File: src/biquad_cascade_equalizer_core_assert.svh
// assertion helpers, clocked on clk_i and quiet while rst_ni is low
`ifndef BIQUAD_CASCADE_EQUALIZER_CORE_ASSERT_SVH
`define BIQUAD_CASCADE_EQUALIZER_CORE_ASSERT_SVH

// condition that holds at every clock edge
`define BQEQ_ASSERT_ALWAYS(lbl, cond, msg) \
  lbl: assert property (@(posedge clk_i) disable iff (!rst_ni) (cond)) else $error(msg);

// consequence that follows in the cycle after the antecedent
`define BQEQ_ASSERT_NEXT(lbl, ante, cons, msg) \
  lbl: assert property (@(posedge clk_i) disable iff (!rst_ni) (ante) |=> (cons)) \
    else $error(msg);

`endif

File: src/bqeq_pkg.sv
package bqeq_pkg;

  localparam int STAGE_COUNT    = 5;
  localparam int COEF_FRAC_BITS = 28;
  localparam int NUM_SLOTS      = 5;
  localparam int SAMPLE_W       = 32;
  localparam int COEF_W         = 32;
  localparam int STAGE_FIELD_W  = 3;
  localparam int SLOT_W         = 3;
  localparam int HIST_W         = 48;
  localparam int HALF_W         = HIST_W / 2;
  localparam int MUL_B_W        = SAMPLE_W + 1;
  localparam int PROD_W         = COEF_W + MUL_B_W;
  localparam int ACC_W          = 84;
  localparam int SCALED_W       = ACC_W - COEF_FRAC_BITS;
  localparam int STAGE_W        = (STAGE_COUNT > 1) ? $clog2(STAGE_COUNT) : 1;
  localparam int MAC_STEPS      = 7;
  localparam int STEP_W         = $clog2(MAC_STEPS);

  typedef enum logic {
    CMD_FILTER = 1'b0,
    CMD_COEF   = 1'b1
  } cmd_e;

  typedef enum logic [SLOT_W-1:0] {
    SLOT_B0 = 3'd0,
    SLOT_B1 = 3'd1,
    SLOT_B2 = 3'd2,
    SLOT_A1 = 3'd3,
    SLOT_A2 = 3'd4
  } slot_e;

  typedef enum logic [2:0] {
    ST_IDLE,
    ST_MAC,
    ST_DRAIN,
    ST_SCALE,
    ST_SAT,
    ST_DONE
  } state_e;

  typedef struct packed {
    logic               coef_wr;
    logic               load;
    logic               mac;
    logic [STEP_W-1:0]  step;
    logic [STAGE_W-1:0] stage;
    logic               scale;
    logic               sat;
    logic               out_load;
  } dp_cmd_t;

  typedef struct packed {
    slot_e slot;
    logic  high;
    logic  sub;
  } step_info_t;

  // mac step order: b0*x, b1*x1, b2*x2, then a1*y1 and a2*y2 as low and high halves
  function automatic step_info_t step_info(input logic [STEP_W-1:0] step);
    step_info_t r;
    unique case (step)
      3'd0:    r = '{slot: SLOT_B0, high: 1'b0, sub: 1'b0};
      3'd1:    r = '{slot: SLOT_B1, high: 1'b0, sub: 1'b0};
      3'd2:    r = '{slot: SLOT_B2, high: 1'b0, sub: 1'b0};
      3'd3:    r = '{slot: SLOT_A1, high: 1'b0, sub: 1'b1};
      3'd4:    r = '{slot: SLOT_A1, high: 1'b1, sub: 1'b1};
      3'd5:    r = '{slot: SLOT_A2, high: 1'b0, sub: 1'b1};
      default: r = '{slot: SLOT_A2, high: 1'b1, sub: 1'b1};
    endcase
    return r;
  endfunction

  function automatic logic [HIST_W-1:0] sat_hist(input logic [SCALED_W-1:0] v);
    logic fits;
    fits = (&v[SCALED_W-1:HIST_W-1]) || !(|v[SCALED_W-1:HIST_W-1]);
    if (fits) return v[HIST_W-1:0];
    return v[SCALED_W-1] ? {1'b1, {(HIST_W-1){1'b0}}} : {1'b0, {(HIST_W-1){1'b1}}};
  endfunction

  function automatic logic [SAMPLE_W-1:0] sat_sample(input logic [HIST_W-1:0] v);
    logic fits;
    fits = (&v[HIST_W-1:SAMPLE_W-1]) || !(|v[HIST_W-1:SAMPLE_W-1]);
    if (fits) return v[SAMPLE_W-1:0];
    return v[HIST_W-1] ? {1'b1, {(SAMPLE_W-1){1'b0}}} : {1'b0, {(SAMPLE_W-1){1'b1}}};
  endfunction

endpackage

File: src/bqeq_ctrl.sv
module bqeq_ctrl
  import bqeq_pkg::*;
(
  input  logic    clk_i,
  input  logic    rst_ni,
  input  logic    in_valid_i,
  input  logic    in_command_i,
  output logic    in_ready_o,
  output logic    out_valid_o,
  input  logic    out_ready_i,
  output dp_cmd_t cmd_o
);

  `include "biquad_cascade_equalizer_core_assert.svh"

  state_e             state_q, state_d;
  logic [STAGE_W-1:0] stage_q, stage_d;
  logic [STEP_W-1:0]  step_q, step_d;
  logic               out_valid_q, out_valid_d;

  always_ff @(posedge clk_i or negedge rst_ni) begin
    if (!rst_ni) begin
      state_q     <= ST_IDLE;
      stage_q     <= '0;
      step_q      <= '0;
      out_valid_q <= 1'b0;
    end else begin
      state_q     <= state_d;
      stage_q     <= stage_d;
      step_q      <= step_d;
      out_valid_q <= out_valid_d;
    end
  end

  always_comb begin
    state_d        = state_q;
    stage_d        = stage_q;
    step_d         = step_q;
    cmd_o          = '0;
    cmd_o.step     = step_q;
    cmd_o.stage    = stage_q;
    in_ready_o     = (state_q == ST_IDLE);
    unique case (state_q)
      ST_IDLE: begin
        if (in_valid_i) begin
          if (in_command_i == CMD_FILTER) begin
            cmd_o.load = 1'b1;
            stage_d    = '0;
            step_d     = '0;
            state_d    = ST_MAC;
          end else begin
            cmd_o.coef_wr = 1'b1;
          end
        end
      end
      ST_MAC: begin
        cmd_o.mac = 1'b1;
        if (step_q == STEP_W'(MAC_STEPS - 1)) begin
          state_d = ST_DRAIN;
        end else begin
          step_d = step_q + 1'b1;
        end
      end
      // last product still goes into the accumulator here
      ST_DRAIN: begin
        state_d = ST_SCALE;
      end
      ST_SCALE: begin
        cmd_o.scale = 1'b1;
        state_d     = ST_SAT;
      end
      ST_SAT: begin
        cmd_o.sat = 1'b1;
        if (stage_q == STAGE_W'(STAGE_COUNT - 1)) begin
          state_d = ST_DONE;
        end else begin
          stage_d = stage_q + 1'b1;
          step_d  = '0;
          state_d = ST_MAC;
        end
      end
      ST_DONE: begin
        if (!out_valid_q || out_ready_i) begin
          cmd_o.out_load = 1'b1;
          state_d        = ST_IDLE;
        end
      end
      default: begin
        state_d = ST_IDLE;
      end
    endcase
    out_valid_d = cmd_o.out_load | (out_valid_q & ~out_ready_i);
  end

  assign out_valid_o = out_valid_q;

  `BQEQ_ASSERT_NEXT(a_filter_starts,
    in_valid_i && in_ready_o && in_command_i == CMD_FILTER,
    state_q == ST_MAC && stage_q == '0 && step_q == '0,
    "filter word did not start at the first stage")
  `BQEQ_ASSERT_NEXT(a_done_waits,
    state_q == ST_DONE && out_valid_o && !out_ready_i,
    state_q == ST_DONE,
    "result overwrote a word not yet taken")
  `BQEQ_ASSERT_ALWAYS(a_step_range,
    state_q != ST_MAC || step_q < STEP_W'(MAC_STEPS),
    "mac step out of range")
  `BQEQ_ASSERT_ALWAYS(a_valid_source,
    !$rose(out_valid_o) || $past(state_q) == ST_DONE,
    "output valid raised outside completion")

endmodule

File: config.mk
export PLATFORM = sky130hd
export DESIGN_NAME = bqeq_ctrl
export DESIGN_NICKNAME = d
export VERILOG_FILES = /design/src/bqeq_pkg.sv /design/src/bqeq_ctrl.sv
export VERILOG_INCLUDE_DIRS = /design/src /design/src/src
export SDC_FILE = /design/constraint.sdc
export NUM_CORES = 1
export LEC_CHECK = 0
export BUFFER_PORTS_ARGS = -buffer_cell sky130_fd_sc_hd__buf_2
export CAP_MARGIN = 20
export CORE_MARGIN = 2
export CORE_UTILIZATION = 45
export CTS_BUF_LIST = sky130_fd_sc_hd__clkbuf_4
export DETAILED_ROUTE_END_ITERATION = 8
export GPL_TIMING_DRIVEN = 0
export PLACE_DENSITY_LB_ADDON = 0.15
export SYNTH_ARGS = -nofsm -noshare
export SYNTH_HDL_FRONTEND = slang
export SYNTH_SLANG_ARGS = --single-unit
export TNS_END_PERCENT = 5
File: constraint.sdc
create_clock -name clk_i -period 1.45 [get_ports clk_i]
set_input_delay 0.2175 -clock clk_i [delete_from_list [all_inputs] [get_ports clk_i]]
set_output_delay 0.2175 -clock clk_i [all_outputs]
set_load 0.005 [all_outputs]
==> metrics.txt <==
CTS clock-pin slew for the worst setup and hold paths=70 ps; R2R Setup Slk=80 ps; average wire per standard cell=14.51 um; Die ar.=1916 sq um; Die H=43.78 um; worst reg2reg startpoint=stage_q[0]; critical path's top delay family=flip-flops; DRC violations left=0; internal power=385.5 uW; FP Rows=14; DRT iter0 DRCs=17; post-layout net count=116; worst vdd ir=0.0003753 V; CP Depth=3; Syn Inst Count=77; Sw Share=0.2217; syn nets=86; crit end category=output port; Flop pwr share=0.563; share of layout cells above drive strength 1=0.4245; Worst-Margin Slew=299.7 ps; Die X-Extent=43.78 um; core area=1489 sq um; DP HPWL=1.202 mm; DP Cell Count=111; PwrDens=515.5 nW/um^2; first-pass GRT wire length=3.042 mm; crit path max-delay cell type=dfrtp_2; Syn Area/Cell=9.246 sq um; max frequency=0.6757 GHz; R2R Path End=stage_q[1]; Tcrit/Tclk final=1.021; vias in the first global route=694; IO buf count=18; CP arrival=1260 ps; worst path bufs/invs=1; max-slew violations=0; Post-Layout Cell Count=122; hold_sp=out_ready_i; DR vias=690; LEAKAGE=0.4577 nW; Worst path max stage delay=450 ps; largest net degree at the start of global routing=11; unrepaired setup endpoints after global routing=yes; clock sinks=10; worst r2r path cells=5; Overflow after GRT=0; Post-Syn Area=711.9 sq um; Logic pwr share=0.039; Cell variety after synth=35; clock root buffer=clkbuf_4; critical path, cell by cell=nor3_4 -> and3_1 -> buf_2; TNS Setup=-68.56 ps; NetSw=109.8 uW; Worst EP required=1230 ps; Ports=19; final worst slack=-30.04 ps; Worst setup endpoint=cmd_o[11]; final period demand of the worst path=1480 ps; violated checks=negative setup slack; initial antenna violation count=0; highest-count cells in the layout ignoring fill and taps=17 x buf_2, 7 x inv_1, 7 x a21oi_1, 6 x buf_4, 6 x dfrtp_1; Final Hold Vio Count=0; Slew headroom=0.7985; GR Util All Layers=0.2156; routed vias/inst=5.656; Final Routed Wirelength=1.770 mm; status=finished with violations; Area Growth Syn to Fin=34.97%; Startpoint Class=flip-flop; Critical Path Source=state_q[0]; routability cong.=0.7694; Clock Latency Late Sink=260 ps; H-Tree Depth=1; CTS tree=yes; Worst Path Max Fanout=4; Clock Path Buffers=2; sequential share of the synthesized area=0.3515; WS Path Type=flip-flop to output port; # Max-Cap Violations=0; Clock Skew=0.8130 ps; most common cell after layout, fill and taps aside=buf_2; Clk pwr share=0.398; setup violators final=3; Routed Antenna Nets=0; Filler Cell Count=129; DRT Pass-1 Iters=4; worst min-delay path class=input pin to flip-flop; Initial Util=0.4782; ANT cells=0; yosys warns=0; Num CTS Buffers=3; Yosys reg bits=10
logic make-up after synthesis:
| kind of cell | count (synthesis) | share of synthesized area |
|---|---|---|
| AOI/OAI and AO/OA | 27 | 0.2724 |
| and+or+nand+nor | 22 | 0.1968 |
| buffers and inverters | 12 | 0.08084 |
| DFF | 10 | 0.3515 |
| adders and majority gates | 4 | 0.07030 |
| muxes | 2 | 0.02812 |
metal layers:
layer | vias to the layer above | track usage | routed length, um
li1 | 340 | - | -
met1 | 340 | 0.2622 | 779
met2 | 8 | 0.3529 | 935
met3 | 2 | 0.03333 | 41
met4 | 0 | 0.1333 | 14
met5 | - | 0 | 0
worst min-delay path by stage:
| stage | to | slack (ps) | cells after the start |
|---|---|---|---|
| after global routing | out_valid_o | 160 | 2 |
| after global placement | stage_q[1] | 100 | 1 |
| after floorplan | out_valid_o | -80 | 0 |
| after detailed placement | stage_q[1] | 100 | 1 |
| after CTS | out_valid_o | 140 | 2 |
| final | out_valid_o | 150 | 2 |
cells in the mapped netlist:
master | number | area (sq um)
nor3_1 | 1 | 5.000
nor3_2 | 1 | 10.01
o211ai_1 | 2 | 15.01
a2bb2oi_1 | 1 | 8.760
inv_1 | 8 | 30.03
and3_1 | 2 | 12.51
o31ai_1 | 2 | 15.01
a22o_1 | 3 | 26.28
and4b_1 | 1 | 10.01
o21ai_1 | 1 | 5.000
and2b_1 | 1 | 7.510
inv_2 | 1 | 3.750
dfrtp_1 | 10 | 250.2
buf_2 | 1 | 5.000
ha_1 | 4 | 50.05
o21ai_0 | 2 | 10.01
a221oi_2 | 1 | 15.01
nand2b_1 | 1 | 6.260
o2bb2ai_1 | 1 | 8.760
a21oi_1 | 7 | 35.03
buf_4 | 1 | 7.510
nor2_1 | 2 | 7.510
nor3b_2 | 1 | 12.51
a32oi_1 | 2 | 17.52
a211oi_1 | 2 | 15.01
nand2_1 | 3 | 11.26
a31oi_1 | 1 | 6.260
and2_1 | 4 | 25.02
nor2b_1 | 1 | 6.260
a211o_1 | 1 | 8.760
buf_6 | 1 | 11.26
nand3b_2 | 1 | 11.26
mux2i_1 | 2 | 20.02
a21o_1 | 1 | 7.510
nand3_1 | 3 | 15.01
worst reg2reg max path: stages, from the launching register on:
cell	delay, ps
dfrtp_1	410
inv_2	60
ha_2	210
and2_4	150
a22o_1	220
a22o_1	220
state kept, by name, summed over array words and instances, names as in the netlist:
register	count
out_valid_o	1
state_q	3
step_q	3
stage_q	3
per-stage QoR:
| step | setup WS (ps) | hold WS [ps] | util | power [mW] | cell area (sq um) |
|---|---|---|---|---|---|
| 6_report | -30.04 | 150.6 | 0.6454 | 0.4953 | 960.9 |
| 2_1_floorplan | 73.76 | -78.09 | - | 0.2883 | 711.9 |
| 3_3_place_gp | 7.228 | 96.20 | 0.5521 | 0.3006 | 822.0 |
| 3_5_place_dp | -17.64 | 98.34 | 0.5521 | 0.3010 | 822.0 |
| 5_1_grt | -117.1 | 161.3 | 0.6454 | 0.5240 | 960.9 |
| 4_1_cts | -33.82 | 138.5 | 0.6261 | 0.5074 | 932.1 |
cell type report:
type	instances	area [sq um]	area share
Multi-Input combinational cell	55	440.4	0.4583
Clock buffer	3	22.52	0.02344
Buffer	3	30.03	0.03125
Tap cell	16	20.02	0.02083
Inverter	9	33.78	0.03516
Timing Repair Buffer	25	155.1	0.1615
Sequential cell	10	255.2	0.2656
Clock inverter	1	3.754	0.003906
power by group through the flow:
stage | registers, mW | logic [mW] | clock network, mW
floorplan | 0.284 | 0.00401 | 0
global placement | 0.284 | 0.0164 | 0
detailed placement | 0.284 | 0.0169 | 0
CTS | 0.279 | 0.0191 | 0.210
global route | 0.278 | 0.0230 | 0.222
finish | 0.279 | 0.0195 | 0.197
what timing repair did:
item | CTS | global route
pin swaps | 2 | 1
buffers inserted | 6 | 0
endpoints found under the hold margin | 10 | 0
hold buffers | 1 | 0
gates resized for setup | 9 | 8
setup endpoints to repair | 9 | 9
Note: power is estimated with default switching activity, not from simulation.
